**config.mk**
```make
export PLATFORM = sky130hd
export DESIGN_NAME = log_record_fragmenter_crc32c_top_flat
export DESIGN_NICKNAME = d
export VERILOG_FILES = /design/src/rtl/lrf_pkg.sv /design/src/rtl/lrf_req_if.sv /design/src/rtl/lrf_rsp_if.sv /design/src/rtl/lrf_csr_if.sv /design/src/rtl/log_record_fragmenter_crc32c_top.sv /design/src/rtl/lrf_front.sv /design/src/rtl/lrf_queue.sv /design/src/rtl/lrf_back.sv /design/src/flat_wrapper.sv
export SDC_FILE = /design/constraint.sdc
export NUM_CORES = 1
export LEC_CHECK = 0
export BUFFER_PORTS_ARGS = -buffer_cell sky130_fd_sc_hd__buf_2
export CAP_MARGIN = 30
export CORE_MARGIN = 2
export CORE_UTILIZATION = 25
export CTS_CLUSTER_SIZE = 28
export DETAILED_ROUTE_END_ITERATION = 8
export PLACE_DENSITY_LB_ADDON = 0.1
export SYNTH_ARGS = -nofsm -noshare
export SYNTH_HDL_FRONTEND = slang
export SYNTH_SLANG_ARGS = --single-unit
export TNS_END_PERCENT = 20
```
**constraint.sdc**
```tcl
create_clock -name clock -period 8.6 [get_ports clock]
set_input_delay 0.43 -clock clock [delete_from_list [all_inputs] [get_ports clock]]
set_output_delay 0.43 -clock clock [all_outputs]
set_load 0.01 [all_outputs]
```
**src/rtl/lrf_pkg.sv**
```systemverilog
`timescale 1ns / 1ps
package lrf_pkg;

   localparam int HEADER_BYTES     = 7;
   localparam int MIN_BLOCK_BYTES  = HEADER_BYTES + 2;
   localparam int BLOCK_SIZE_RESET = 32768;
   localparam int CSR_W            = 16;
   localparam int OFFSET_W         = 15;
   localparam int COUNT_W          = 32;
   localparam int LENGTH_W         = 16;

   localparam logic [31:0] CRC_POLY   = 32'h82F6_3B78;
   localparam logic [31:0] MASK_DELTA = 32'hA282_EAD8;

   typedef enum logic {
      OP_BYTE  = 1'b0,
      OP_FLUSH = 1'b1
   } opcode_type;

   typedef enum logic [1:0] {
      KIND_DATA   = 2'd0,
      KIND_HEADER = 2'd1,
      KIND_DONE   = 2'd2
   } kind_type;

   typedef enum logic [2:0] {
      FRAG_FULL   = 3'd1,
      FRAG_FIRST  = 3'd2,
      FRAG_MIDDLE = 3'd3,
      FRAG_LAST   = 3'd4
   } frag_kind_type;

   typedef struct packed {
      logic                  done_valid;
      logic [OFFSET_W-1:0]   done_offset;
      logic                  data_valid;
      logic [OFFSET_W-1:0]   data_offset;
      logic [7:0]            data_byte;
      logic                  hdr_valid;
      logic [OFFSET_W-1:0]   hdr_start;
      frag_kind_type         hdr_kind;
      logic [LENGTH_W-1:0]   hdr_length;
      logic [31:0]           hdr_crc;
      logic [COUNT_W-1:0]    count;
      logic                  flushed;
   } cmd_type;

   function automatic logic [31:0] crc32c_byte(input logic [31:0] crc, input logic [7:0] b);
      logic [31:0] c;
      c = ~crc ^ {24'h0, b};
      for (int i = 0; i < 8; i++) begin
         c = (c >> 1) ^ (CRC_POLY & {32{c[0]}});
      end
      return ~c;
   endfunction

   function automatic logic [31:0] crc_mask(input logic [31:0] c);
      return {c[14:0], c[31:15]} + MASK_DELTA;
   endfunction

   localparam logic [31:0] CRC_SEED_FULL   = crc32c_byte(32'h0, 8'(FRAG_FULL));
   localparam logic [31:0] CRC_SEED_FIRST  = crc32c_byte(32'h0, 8'(FRAG_FIRST));
   localparam logic [31:0] CRC_SEED_MIDDLE = crc32c_byte(32'h0, 8'(FRAG_MIDDLE));
   localparam logic [31:0] CRC_SEED_LAST   = crc32c_byte(32'h0, 8'(FRAG_LAST));

endpackage

```
**src/rtl/lrf_req_if.sv**
```systemverilog
`timescale 1ns / 1ps
interface lrf_req_if;
   logic       valid;
   logic       ready;
   logic       opcode;
   logic [7:0] data_byte;
   logic       payload_last;

   modport source (output valid, output opcode, output data_byte, output payload_last,
                   input ready);
   modport sink (input valid, input opcode, input data_byte, input payload_last,
                 output ready);
endinterface

```
**src/rtl/lrf_rsp_if.sv**
```systemverilog
`timescale 1ns / 1ps
interface lrf_rsp_if;
   logic                          valid;
   logic                          ready;
   logic [1:0]                    kind;
   logic [lrf_pkg::OFFSET_W-1:0]  offset;
   logic [7:0]                    out_byte;
   logic [lrf_pkg::COUNT_W-1:0]   block_count;
   logic                          flushed_during_payload;
   logic                          run_end;

   modport source (output valid, output kind, output offset, output out_byte,
                   output block_count, output flushed_during_payload, output run_end,
                   input ready);
   modport sink (input valid, input kind, input offset, input out_byte,
                 input block_count, input flushed_during_payload, input run_end,
                 output ready);
endinterface

```
**src/rtl/lrf_csr_if.sv**
```systemverilog
`timescale 1ns / 1ps
interface lrf_csr_if;
   logic                        valid;
   logic                        ready;
   logic [lrf_pkg::CSR_W-1:0]   data;

   modport source (output valid, output data, input ready);
   modport sink (input valid, input data, output ready);
endinterface

```
**src/rtl/log_record_fragmenter_crc32c_top.sv**
```systemverilog
`timescale 1ns / 1ps
// A request's first result passes the command queue, then the back end's output register.
// The front end takes one request per cycle while the queue has room; the back end drives
// one result per cycle while rsp_ch is ready, so a request that closes a fragment yields 8
// results, 9 if it also closes a block; the command queue absorbs these header bursts.
// Reset: synchronous, active high; clears control state, block size returns to 32768.
module log_record_fragmenter_crc32c_top #(
   parameter int MAX_BLOCK_BYTES = 32768,
   parameter int QUEUE_DEPTH     = 4
) (
   input  logic       clock,
   input  logic       reset,
   lrf_req_if.sink    req_ch,
   lrf_csr_if.sink    csr_ch,
   lrf_rsp_if.source  rsp_ch
);

   lrf_pkg::cmd_type front_cmd;
   lrf_pkg::cmd_type head_cmd;
   logic             front_valid;
   logic             queue_ready;
   logic             head_valid;
   logic             head_pop;

   lrf_front #(
      .MAX_BLOCK_BYTES (MAX_BLOCK_BYTES)
   ) u_front (
      .clock     (clock),
      .reset     (reset),
      .req_ch    (req_ch),
      .csr_ch    (csr_ch),
      .cmd_ready (queue_ready),
      .cmd_valid (front_valid),
      .cmd       (front_cmd)
   );

   lrf_queue #(
      .DEPTH (QUEUE_DEPTH)
   ) u_queue (
      .clock     (clock),
      .reset     (reset),
      .push      (front_valid),
      .push_data (front_cmd),
      .in_ready  (queue_ready),
      .out_valid (head_valid),
      .out_data  (head_cmd),
      .pop       (head_pop)
   );

   lrf_back u_back (
      .clock     (clock),
      .reset     (reset),
      .cmd_valid (head_valid),
      .cmd       (head_cmd),
      .pop       (head_pop),
      .rsp_ch    (rsp_ch)
   );

endmodule

```
**src/rtl/lrf_front.sv**
```systemverilog
`timescale 1ns / 1ps
module lrf_front #(
   parameter int MAX_BLOCK_BYTES = 32768
) (
   input  logic              clock,
   input  logic              reset,
   lrf_req_if.sink           req_ch,
   lrf_csr_if.sink           csr_ch,
   input  logic              cmd_ready,
   output logic              cmd_valid,
   output lrf_pkg::cmd_type  cmd
);

   localparam int POS_W = $clog2(MAX_BLOCK_BYTES + 1);
   localparam logic [POS_W-1:0] HDR_P = POS_W'(lrf_pkg::HEADER_BYTES);
   localparam logic [POS_W:0] HDR_EXT = (POS_W + 1)'(lrf_pkg::HEADER_BYTES);
   localparam logic [POS_W-1:0] RESET_SIZE =
      POS_W'((MAX_BLOCK_BYTES < lrf_pkg::BLOCK_SIZE_RESET) ?
             MAX_BLOCK_BYTES : lrf_pkg::BLOCK_SIZE_RESET);
   localparam logic [16:0] MIN_W = 17'(lrf_pkg::MIN_BLOCK_BYTES);
   localparam logic [16:0] MAX_W = 17'(MAX_BLOCK_BYTES);

   logic [POS_W-1:0] fill_ff, fill_in;
   logic [POS_W-1:0] start_ff, start_in;
   logic [POS_W-1:0] len_ff, len_in;
   logic [POS_W-1:0] pos_ff, pos_in;
   logic [POS_W-1:0] active_ff, active_in;
   logic [POS_W-1:0] size_cfg_ff, size_cfg_in;
   logic [31:0]      blocks_ff, blocks_in;
   logic [31:0]      crc_a_ff, crc_a_in;
   logic [31:0]      crc_b_ff, crc_b_in;
   logic             frag_open_ff, frag_open_in;
   logic             payload_open_ff, payload_open_in;
   logic             is_first_ff, is_first_in;
   logic             flushed_ff, flushed_in;

   logic             accept;
   logic [16:0]      csr_wide;
   logic [POS_W-1:0] fill_eff, start_v, len_v, pos_v, len_n, pos_n;
   logic [31:0]      crc_a_v, crc_b_v;

   assign req_ch.ready = cmd_ready;
   assign csr_ch.ready = 1'b1;
   assign accept       = req_ch.valid && cmd_ready;
   assign cmd_valid    = accept && (cmd.done_valid || cmd.data_valid);

   always_comb begin
      csr_wide = 17'(csr_ch.data);
      if (csr_wide < MIN_W) begin
         size_cfg_in = POS_W'(lrf_pkg::MIN_BLOCK_BYTES);
      end else if (csr_wide > MAX_W) begin
         size_cfg_in = POS_W'(MAX_BLOCK_BYTES);
      end else begin
         size_cfg_in = POS_W'(csr_wide);
      end
   end

   always_comb begin
      fill_in         = fill_ff;
      start_in        = start_ff;
      len_in          = len_ff;
      pos_in          = pos_ff;
      active_in       = active_ff;
      blocks_in       = blocks_ff;
      crc_a_in        = crc_a_ff;
      crc_b_in        = crc_b_ff;
      frag_open_in    = frag_open_ff;
      payload_open_in = payload_open_ff;
      is_first_in     = is_first_ff;
      flushed_in      = flushed_ff;
      fill_eff        = fill_ff;
      start_v         = start_ff;
      len_v           = len_ff;
      pos_v           = pos_ff;
      crc_a_v         = crc_a_ff;
      crc_b_v         = crc_b_ff;
      len_n           = len_ff;
      pos_n           = pos_ff;
      cmd             = '0;
      cmd.hdr_kind    = lrf_pkg::FRAG_FULL;

      if (req_ch.opcode == lrf_pkg::OP_FLUSH) begin
         if (!payload_open_ff && fill_ff != '0) begin
            cmd.done_valid  = 1'b1;
            cmd.done_offset = lrf_pkg::OFFSET_W'(fill_ff);
            blocks_in       = blocks_ff + 32'd1;
            fill_in         = '0;
         end
         cmd.count   = blocks_in;
         cmd.flushed = flushed_ff;
      end else begin
         if (!frag_open_ff) begin
            payload_open_in = 1'b1;
            if (!payload_open_ff) begin
               flushed_in = 1'b0;
            end
            if (({1'b0, fill_ff} + HDR_EXT) >= {1'b0, active_ff}) begin
               flushed_in      = 1'b1;
               blocks_in       = blocks_ff + 32'd1;
               cmd.done_valid  = 1'b1;
               cmd.done_offset = lrf_pkg::OFFSET_W'(fill_ff);
               fill_eff        = '0;
            end
            if (fill_eff == '0) begin
               active_in = size_cfg_ff;
            end
            start_v = fill_eff;
            len_v   = '0;
            pos_v   = fill_eff + HDR_P;
            crc_a_v = is_first_ff ? lrf_pkg::CRC_SEED_FULL : lrf_pkg::CRC_SEED_LAST;
            crc_b_v = is_first_ff ? lrf_pkg::CRC_SEED_FIRST : lrf_pkg::CRC_SEED_MIDDLE;
         end

         len_n    = len_v + POS_W'(1);
         pos_n    = pos_v + POS_W'(1);
         crc_a_in = lrf_pkg::crc32c_byte(crc_a_v, req_ch.data_byte);
         crc_b_in = lrf_pkg::crc32c_byte(crc_b_v, req_ch.data_byte);

         cmd.data_valid  = 1'b1;
         cmd.data_offset = lrf_pkg::OFFSET_W'(pos_v);
         cmd.data_byte   = req_ch.data_byte;
         cmd.hdr_start   = lrf_pkg::OFFSET_W'(start_v);
         cmd.hdr_length  = lrf_pkg::LENGTH_W'(len_n);

         start_in     = start_v;
         len_in       = len_n;
         pos_in       = pos_n;
         fill_in      = fill_eff;
         frag_open_in = 1'b1;

         if (req_ch.payload_last) begin
            cmd.hdr_valid   = 1'b1;
            cmd.hdr_kind    = is_first_ff ? lrf_pkg::FRAG_FULL : lrf_pkg::FRAG_LAST;
            cmd.hdr_crc     = crc_a_in;
            fill_in         = pos_n;
            frag_open_in    = 1'b0;
            is_first_in     = 1'b1;
            payload_open_in = 1'b0;
         end else if (pos_n >= active_in) begin
            cmd.hdr_valid = 1'b1;
            cmd.hdr_kind  = is_first_ff ? lrf_pkg::FRAG_FIRST : lrf_pkg::FRAG_MIDDLE;
            cmd.hdr_crc   = crc_b_in;
            fill_in       = pos_n;
            frag_open_in  = 1'b0;
            is_first_in   = 1'b0;
         end

         cmd.count   = blocks_in;
         cmd.flushed = flushed_in;
      end
   end

   always_ff @(posedge clock) begin
      if (reset) begin
         fill_ff         <= '0;
         start_ff        <= '0;
         len_ff          <= '0;
         pos_ff          <= '0;
         active_ff       <= RESET_SIZE;
         size_cfg_ff     <= RESET_SIZE;
         blocks_ff       <= '0;
         crc_a_ff        <= '0;
         crc_b_ff        <= '0;
         frag_open_ff    <= 1'b0;
         payload_open_ff <= 1'b0;
         is_first_ff     <= 1'b1;
         flushed_ff      <= 1'b0;
      end else begin
         if (csr_ch.valid) begin
            size_cfg_ff <= size_cfg_in;
         end
         if (accept) begin
            fill_ff         <= fill_in;
            start_ff        <= start_in;
            len_ff          <= len_in;
            pos_ff          <= pos_in;
            active_ff       <= active_in;
            blocks_ff       <= blocks_in;
            crc_a_ff        <= crc_a_in;
            crc_b_ff        <= crc_b_in;
            frag_open_ff    <= frag_open_in;
            payload_open_ff <= payload_open_in;
            is_first_ff     <= is_first_in;
            flushed_ff      <= flushed_in;
         end
      end
   end

`ifndef SYNTHESIS
   a_fill_in_block: assert property (@(posedge clock) disable iff (reset)
      fill_ff <= active_ff)
      else $error("fill offset beyond block size");
   a_open_pos: assert property (@(posedge clock) disable iff (reset)
      frag_open_ff |-> (pos_ff < active_ff))
      else $error("open fragment has no room left");
   a_open_payload: assert property (@(posedge clock) disable iff (reset)
      frag_open_ff |-> payload_open_ff)
      else $error("fragment open outside a payload");
`endif

endmodule

```
**src/rtl/lrf_queue.sv**
```systemverilog
`timescale 1ns / 1ps
module lrf_queue #(
   parameter int DEPTH = 4
) (
   input  logic              clock,
   input  logic              reset,
   input  logic              push,
   input  lrf_pkg::cmd_type  push_data,
   output logic              in_ready,
   output logic              out_valid,
   output lrf_pkg::cmd_type  out_data,
   input  logic              pop
);

   localparam int PTR_W = $clog2(DEPTH);
   localparam int CNT_W = $clog2(DEPTH + 1);
   localparam logic [PTR_W-1:0] LAST_PTR = PTR_W'(DEPTH - 1);
   localparam logic [CNT_W-1:0] FULL_CNT = CNT_W'(DEPTH);

   lrf_pkg::cmd_type slots_ff [DEPTH];
   logic [PTR_W-1:0] wr_ptr_ff, wr_ptr_in;
   logic [PTR_W-1:0] rd_ptr_ff, rd_ptr_in;
   logic [CNT_W-1:0] count_ff, count_in;

   assign in_ready  = (count_ff != FULL_CNT);
   assign out_valid = (count_ff != '0);
   assign out_data  = slots_ff[rd_ptr_ff];

   always_comb begin
      wr_ptr_in = wr_ptr_ff;
      rd_ptr_in = rd_ptr_ff;
      count_in  = count_ff;
      if (push) begin
         wr_ptr_in = (wr_ptr_ff == LAST_PTR) ? '0 : wr_ptr_ff + PTR_W'(1);
      end
      if (pop) begin
         rd_ptr_in = (rd_ptr_ff == LAST_PTR) ? '0 : rd_ptr_ff + PTR_W'(1);
      end
      if (push && !pop) begin
         count_in = count_ff + CNT_W'(1);
      end else if (pop && !push) begin
         count_in = count_ff - CNT_W'(1);
      end
   end

   always_ff @(posedge clock) begin
      if (push) begin
         slots_ff[wr_ptr_ff] <= push_data;
      end
   end

   always_ff @(posedge clock) begin
      if (reset) begin
         wr_ptr_ff <= '0;
         rd_ptr_ff <= '0;
         count_ff  <= '0;
      end else begin
         wr_ptr_ff <= wr_ptr_in;
         rd_ptr_ff <= rd_ptr_in;
         count_ff  <= count_in;
      end
   end

`ifndef SYNTHESIS
   a_count_bound: assert property (@(posedge clock) disable iff (reset)
      count_ff <= FULL_CNT)
      else $error("queue count overflow");
   a_pop_nonempty: assert property (@(posedge clock) disable iff (reset)
      pop |-> (count_ff != '0))
      else $error("pop from empty queue");
`endif

endmodule

```
**src/rtl/lrf_back.sv**
```systemverilog
`timescale 1ns / 1ps
module lrf_back (
   input  logic              clock,
   input  logic              reset,
   input  logic              cmd_valid,
   input  lrf_pkg::cmd_type  cmd,
   output logic              pop,
   lrf_rsp_if.source         rsp_ch
);

   localparam logic [3:0] STEP_DONE   = 4'd0;
   localparam logic [3:0] STEP_DATA   = 4'd1;
   localparam logic [3:0] STEP_TYPE   = 4'd2;
   localparam logic [3:0] STEP_LEN_LO = 4'd3;
   localparam logic [3:0] STEP_LEN_HI = 4'd4;
   localparam logic [3:0] STEP_CRC_0  = 4'd5;
   localparam logic [3:0] STEP_CRC_1  = 4'd6;
   localparam logic [3:0] STEP_CRC_2  = 4'd7;
   localparam logic [3:0] STEP_CRC_3  = 4'd8;

   logic [3:0]                    step_ff, step_in;
   logic                          valid_ff;
   lrf_pkg::kind_type             kind_ff, kind_in;
   logic [lrf_pkg::OFFSET_W-1:0]  offset_ff, offset_in;
   logic [7:0]                    byte_ff, byte_in;
   logic [lrf_pkg::COUNT_W-1:0]   count_ff;
   logic                          flushed_ff;
   logic                          run_end_ff;

   logic [8:0]  present, rem;
   logic [3:0]  eff;
   logic        last;
   logic        load;
   logic [31:0] masked;

   assign present = {{7{cmd.hdr_valid}}, cmd.data_valid, cmd.done_valid};
   assign rem     = present & ~((9'd1 << step_ff) - 9'd1);
   assign last    = ((rem & ~(9'd1 << eff)) == 9'd0);
   assign load    = cmd_valid && (!valid_ff || rsp_ch.ready);
   assign pop     = load && last;
   assign masked  = lrf_pkg::crc_mask(cmd.hdr_crc);
   assign step_in = last ? STEP_DONE : eff + 4'd1;

   always_comb begin
      eff = STEP_DONE;
      for (int i = 8; i >= 0; i--) begin
         if (rem[i]) begin
            eff = 4'(i);
         end
      end
   end

   always_comb begin
      kind_in   = lrf_pkg::KIND_HEADER;
      offset_in = cmd.hdr_start + lrf_pkg::OFFSET_W'(eff - STEP_TYPE);
      byte_in   = 8'h00;
      case (eff)
         STEP_DONE: begin
            kind_in   = lrf_pkg::KIND_DONE;
            offset_in = cmd.done_offset;
         end
         STEP_DATA: begin
            kind_in   = lrf_pkg::KIND_DATA;
            offset_in = cmd.data_offset;
            byte_in   = cmd.data_byte;
         end
         STEP_TYPE:   byte_in = 8'(cmd.hdr_kind);
         STEP_LEN_LO: byte_in = cmd.hdr_length[7:0];
         STEP_LEN_HI: byte_in = cmd.hdr_length[15:8];
         STEP_CRC_0:  byte_in = masked[7:0];
         STEP_CRC_1:  byte_in = masked[15:8];
         STEP_CRC_2:  byte_in = masked[23:16];
         STEP_CRC_3:  byte_in = masked[31:24];
         default: begin
            kind_in   = lrf_pkg::KIND_DATA;
            offset_in = cmd.data_offset;
         end
      endcase
   end

   always_ff @(posedge clock) begin
      if (reset) begin
         valid_ff <= 1'b0;
         step_ff  <= STEP_DONE;
      end else begin
         if (load) begin
            valid_ff <= 1'b1;
            step_ff  <= step_in;
         end else if (rsp_ch.ready) begin
            valid_ff <= 1'b0;
         end
      end
   end

   always_ff @(posedge clock) begin
      if (load) begin
         kind_ff    <= kind_in;
         offset_ff  <= offset_in;
         byte_ff    <= byte_in;
         count_ff   <= cmd.count;
         flushed_ff <= cmd.flushed;
         run_end_ff <= last;
      end
   end

   assign rsp_ch.valid                  = valid_ff;
   assign rsp_ch.kind                   = kind_ff;
   assign rsp_ch.offset                 = offset_ff;
   assign rsp_ch.out_byte               = byte_ff;
   assign rsp_ch.block_count            = count_ff;
   assign rsp_ch.flushed_during_payload = flushed_ff;
   assign rsp_ch.run_end                = run_end_ff;

`ifndef SYNTHESIS
   a_step_restart: assert property (@(posedge clock) disable iff (reset)
      pop |=> (step_ff == STEP_DONE))
      else $error("step not rewound after command retired");
`endif

endmodule

```
**src/flat_wrapper.sv**
```systemverilog
// flat-port wrapper written by rule: the top's interface ports become plain ports
module log_record_fragmenter_crc32c_top_flat 
#(
   parameter int MAX_BLOCK_BYTES = 32768,
   parameter int QUEUE_DEPTH     = 4
)
  (clock, reset, req_ch_valid, req_ch_opcode, req_ch_data_byte, req_ch_payload_last, req_ch_ready, csr_ch_valid, csr_ch_data, csr_ch_ready, rsp_ch_valid, rsp_ch_kind, rsp_ch_offset, rsp_ch_out_byte, rsp_ch_block_count, rsp_ch_flushed_during_payload, rsp_ch_run_end, rsp_ch_ready);
  lrf_req_if req_ch_i ();
  lrf_csr_if csr_ch_i ();
  lrf_rsp_if rsp_ch_i ();
  input  logic clock;
  input  logic reset;
  input wire logic [$bits(req_ch_i.valid)-1:0] req_ch_valid;
  input wire logic [$bits(req_ch_i.opcode)-1:0] req_ch_opcode;
  input wire logic [$bits(req_ch_i.data_byte)-1:0] req_ch_data_byte;
  input wire logic [$bits(req_ch_i.payload_last)-1:0] req_ch_payload_last;
  output wire logic [$bits(req_ch_i.ready)-1:0] req_ch_ready;
  input wire logic [$bits(csr_ch_i.valid)-1:0] csr_ch_valid;
  input wire logic [$bits(csr_ch_i.data)-1:0] csr_ch_data;
  output wire logic [$bits(csr_ch_i.ready)-1:0] csr_ch_ready;
  output wire logic [$bits(rsp_ch_i.valid)-1:0] rsp_ch_valid;
  output wire logic [$bits(rsp_ch_i.kind)-1:0] rsp_ch_kind;
  output wire logic [$bits(rsp_ch_i.offset)-1:0] rsp_ch_offset;
  output wire logic [$bits(rsp_ch_i.out_byte)-1:0] rsp_ch_out_byte;
  output wire logic [$bits(rsp_ch_i.block_count)-1:0] rsp_ch_block_count;
  output wire logic [$bits(rsp_ch_i.flushed_during_payload)-1:0] rsp_ch_flushed_during_payload;
  output wire logic [$bits(rsp_ch_i.run_end)-1:0] rsp_ch_run_end;
  input wire logic [$bits(rsp_ch_i.ready)-1:0] rsp_ch_ready;
  assign req_ch_i.valid = req_ch_valid;
  assign req_ch_i.opcode = req_ch_opcode;
  assign req_ch_i.data_byte = req_ch_data_byte;
  assign req_ch_i.payload_last = req_ch_payload_last;
  assign req_ch_ready = req_ch_i.ready;
  assign csr_ch_i.valid = csr_ch_valid;
  assign csr_ch_i.data = csr_ch_data;
  assign csr_ch_ready = csr_ch_i.ready;
  assign rsp_ch_valid = rsp_ch_i.valid;
  assign rsp_ch_kind = rsp_ch_i.kind;
  assign rsp_ch_offset = rsp_ch_i.offset;
  assign rsp_ch_out_byte = rsp_ch_i.out_byte;
  assign rsp_ch_block_count = rsp_ch_i.block_count;
  assign rsp_ch_flushed_during_payload = rsp_ch_i.flushed_during_payload;
  assign rsp_ch_run_end = rsp_ch_i.run_end;
  assign rsp_ch_i.ready = rsp_ch_ready;
  log_record_fragmenter_crc32c_top #(.MAX_BLOCK_BYTES(MAX_BLOCK_BYTES), .QUEUE_DEPTH(QUEUE_DEPTH)) u_core (.clock(clock), .reset(reset), .req_ch(req_ch_i), .csr_ch(csr_ch_i), .rsp_ch(rsp_ch_i));
endmodule
```
==> flow_summary.ini <==
[clock_network]
ctsRootBufferMaster = sky130_fd_sc_hd__clkbuf_16
cts_made_buffers = 100
insertion_delay_to_the_later_sink_of_the_worst_skew_pair_ns = 0.71
tritoncts_clock_tree = built
tritoncts_num_sinks = 828
clkSlewWorstSetupHoldPaths_ns = 0.06
clock_tree.buffer_depth = 3
htree_num_levels = 3
post_cts_buffers = 0

[setup_path]
required_ns = 9.07
endpoint_kind = flop
r2r_cells = 29
crit_top_cell = sky130_fd_sc_hd__ha_1
worstSetupStartpointType = flop
worstPathArrival_ns = 8.34
timing.reg2reg.setup_slack_ns = 0.73
critical_path_class = reg -> reg
crit_path_end = u_core.u_queue.slots_ff[0][44]
crit_path_top_delay_cell = sky130_fd_sc_hd__or4b_1
worst_path_largest_cell_delay_ns = 0.57
max_fanout_on_critical_path = 15
crit_start = u_core.u_front.fill_ff[0]
rr_endpoint = u_core.u_queue.slots_ff[0][44]
start_of_the_worst_register_to_register_path = u_core.u_front.fill_ff[0]

[final_layout]
num-nets-final = 3148
area_growth_pct = 16.14
layout_filler_cell_count = 15489
finalNonFillerCells = 5162
fraction_of_final_layout_cells_with_drive_strength_greater_than_1 = 0.1571
post-route-util = 0.2923

[timing]
max-slew-margin-rel = 0.3464
fraction_of_the_cycle_the_final_worst_path_needs = 0.9157
timing.fmax_mhz = 127.0
timing.clock.skew_ns = 0.05674
finalHoldWorstSlack_ns = 0.08934
report.final.slew_viol_count = 0
worst-slew-pin-transition_ns = 0.9556
finalHoldViolCount = 0
setup_repair_after_global_routing_missed_its_margin = false
setup_violations = 0
tns_ns = 0
period_needed_ns = 7.875

[routing]
routed_via_density = 4.664
dr.first_iter.drc_count = 1467
dr_total_vias = 24075
route.detailed.drc = 0
first_pass_iters = 5
routedWlPerCell_um = 22.38
totalWireLength_um = 115500
final_antenna_net_count = 0

[place]
place_hpwl_um = 75510
dp_cells = 4960
buffer_ports.inserted = 91
gpl_congestion = 0.8059

[power_and_ir_drop]
power.density_nw_per_um2 = 298.0
p_clk_frac = 0.315
ir_worst_vdd_uv = 168.9
internal_power_mw = 8.794
p_sw_frac = 0.3345
power.share.combinational = 0.306
power.share.sequential = 0.379
p_switching_mw = 4.421
total_power_mw = 13.21
cellLeakagePower_nw = 14.77

[status]
outcome = completed

[global_routing]
grt.total_usage = 0.1460
remaining_global_route_overflow = 0
grt_start_max_net_pins = 108
global_route_wire_length_before_repair_um = 170100
grt_pass1_vias = 24735
antenna_violations_before_repair = 7

[logic_synthesis]
synth.lib_cells_used.distinct = 106
synth.area.top_cells = sky130_fd_sc_hd__edfxtp_1 (49%), sky130_fd_sc_hd__dfxtp_1 (11%), sky130_fd_sc_hd__mux4_2 (8.3%), sky130_fd_sc_hd__xnor2_1 (3.9%), sky130_fd_sc_hd__nor2_1 (3.3%)
mapped_nets = 3065
synthCells = 2965
post_synthesis_async_set_or_reset_flop_share = 0
yosys.area.top_type_share = 0.4868
synth_ff_type = sky130_fd_sc_hd__edfxtp_1
yosys-top-cells-count = sky130_fd_sc_hd__edfxtp_1 (619), sky130_fd_sc_hd__nor2_1 (338), sky130_fd_sc_hd__nand2_1 (224), sky130_fd_sc_hd__dfxtp_1 (209), sky130_fd_sc_hd__a21oi_1 (203)
yosysSeqAreaShare = 0.5963
synth-edff-count = 619
synth_seq_cells = 828
synth_area_per_cell_um2 = 12.88
yosysWarnings = 0
synth.most_common_cell = sky130_fd_sc_hd__edfxtp_1
yosysTopAreaCell = sky130_fd_sc_hd__edfxtp_1
synth_area_um2 = 38190

[min_path]
hp-start = csr_ch_data[15]
timing.hold.worst.class = in -> reg

[floorplanning]
die_area_um2 = 155900
ios = 93
die_y_um = 394.8
chipWidth_um = 394.8
placementRows = 143
initial_core_util = 0.2517
core_um2 = 151700

[flow_run]
number_of_violations_of_the_max_capacitance_limit = 0
==> per-stage QoR <==
step | setup slack (ns) | area (um2)
after global placement | 0.9878 | 40880
after global routing | 0.1348 | 44350
after floorplan | 1.193 | 38190
final | 0.7252 | 44350
after CTS | 0.7155 | 44260
after detailed placement | 0.7969 | 40910
==> power by group through the flow <==
stage | registers, mW | clock network (mW) | logic (mW)
CTS | 5.03 | 4.31 | 4.12
finish | 5.01 | 4.16 | 4.04
global route | 5.06 | 4.46 | 4.40
detailed placement | 5.11 | 0 | 4.10
global placement | 5.10 | 0 | 4.10
floorplan | 5.12 | 0 | 2.58
==> state kept, by name, indices dropped and copies added (netlist names), 32 cells and up, named ones only <==
name / cells
u_core.u_front.blocks_ff: 32
u_core.u_back.rsp_ch.block_count: 32
u_core.u_front.crc_b_ff: 32
u_core.u_queue.slots_ff: 560
u_core.u_front.crc_a_ff: 32
==> cell type report <==
type                    instances  area (um2)  area share
diodes                          1       2.502  0.00005643
inverters                      65       245.2    0.005530
clock inverters                53       515.5     0.01162
flip-flops and latches        828       22780      0.5137
multi-input cells            1900       14440      0.3257
well taps                    2030        2540     0.05727
clock buffers                 132        2704     0.06097
repair buffers                153        1115     0.02514
==> placed cells by master (no fill, tap or decap), types with 25 or more instances in the layout <==
cell / count
sky130_fd_sc_hd__nand3_1: 76
sky130_fd_sc_hd__edfxtp_1: 619
sky130_fd_sc_hd__and2_1: 28
sky130_fd_sc_hd__mux4_2: 140
sky130_fd_sc_hd__ha_1: 67
sky130_fd_sc_hd__a22oi_1: 27
sky130_fd_sc_hd__and3_1: 28
sky130_fd_sc_hd__nor2_1: 336
sky130_fd_sc_hd__xnor2_1: 172
sky130_fd_sc_hd__buf_4: 39
sky130_fd_sc_hd__o21ai_0: 54
sky130_fd_sc_hd__clkbuf_16: 101
sky130_fd_sc_hd__buf_2: 90
sky130_fd_sc_hd__nor3_1: 45
sky130_fd_sc_hd__xor2_1: 117
sky130_fd_sc_hd__dfxtp_1: 206
sky130_fd_sc_hd__clkbuf_1: 25
sky130_fd_sc_hd__nor2b_1: 36
sky130_fd_sc_hd__a21oi_1: 202
sky130_fd_sc_hd__a211oi_1: 42
sky130_fd_sc_hd__nand2_1: 223
sky130_fd_sc_hd__nand4_1: 25
sky130_fd_sc_hd__inv_1: 60
==> how the worst min path moves through the flow <==
stage	end	slack, ns	cells past startpoint
final	u_core.u_front.size_cfg_ff[15]	0.09	3
after global routing	u_core.u_front.size_cfg_ff[10]	0.08	2
after CTS	u_core.u_front.size_cfg_ff[15]	0.02	3
after detailed placement	u_core.u_front.start_ff[5]	0.45	2
after global placement	u_core.u_front.pos_ff[4]	0.45	2
after floorplan	u_core.u_front.crc_a_ff[31]	0.44	2
==> metal layers <==
metal / GRT usage / routed length [um] / share of wire
met3: 0.01945 / 4068 / 0.035
met2: 0.2452 / 55880 / 0.48
met4: 0.04001 / 2373 / 0.021
met5: 0 / 0 / 0
met1: 0.1971 / 53180 / 0.46
==> worst max-delay path: cells and delay by family, from the launching register on <==
family	cells	cell delay [ns]
AOI/OAI and AO/OA	7	2.09
xor gates and xnor gates	3	0.52
adders and majority gates	4	1.18
buffers and inverters	3	0.63
DFF	1	0.46
and+or+nand+nor	12	2.76
==> logic make-up after synthesis <==
kind of cell / after synthesis / synth area share
AOI/OAI and AO/OA: 477 / 0.08136
xor gates and xnor gates: 313 / 0.07851
adders and majority gates: 69 / 0.02300
buffers and inverters: 237 / 0.02638
DFF: 828 / 0.5963
muxes: 161 / 0.08821
other: 1 / 0.00009821
and+or+nand+nor: 879 / 0.1061
==> repair_timing <==
action,in CTS,in global routing
resized for setup,0,0
hold endpoints to repair,13,0
hold buffers,13,0
Power figures use the tool's default switching activity.
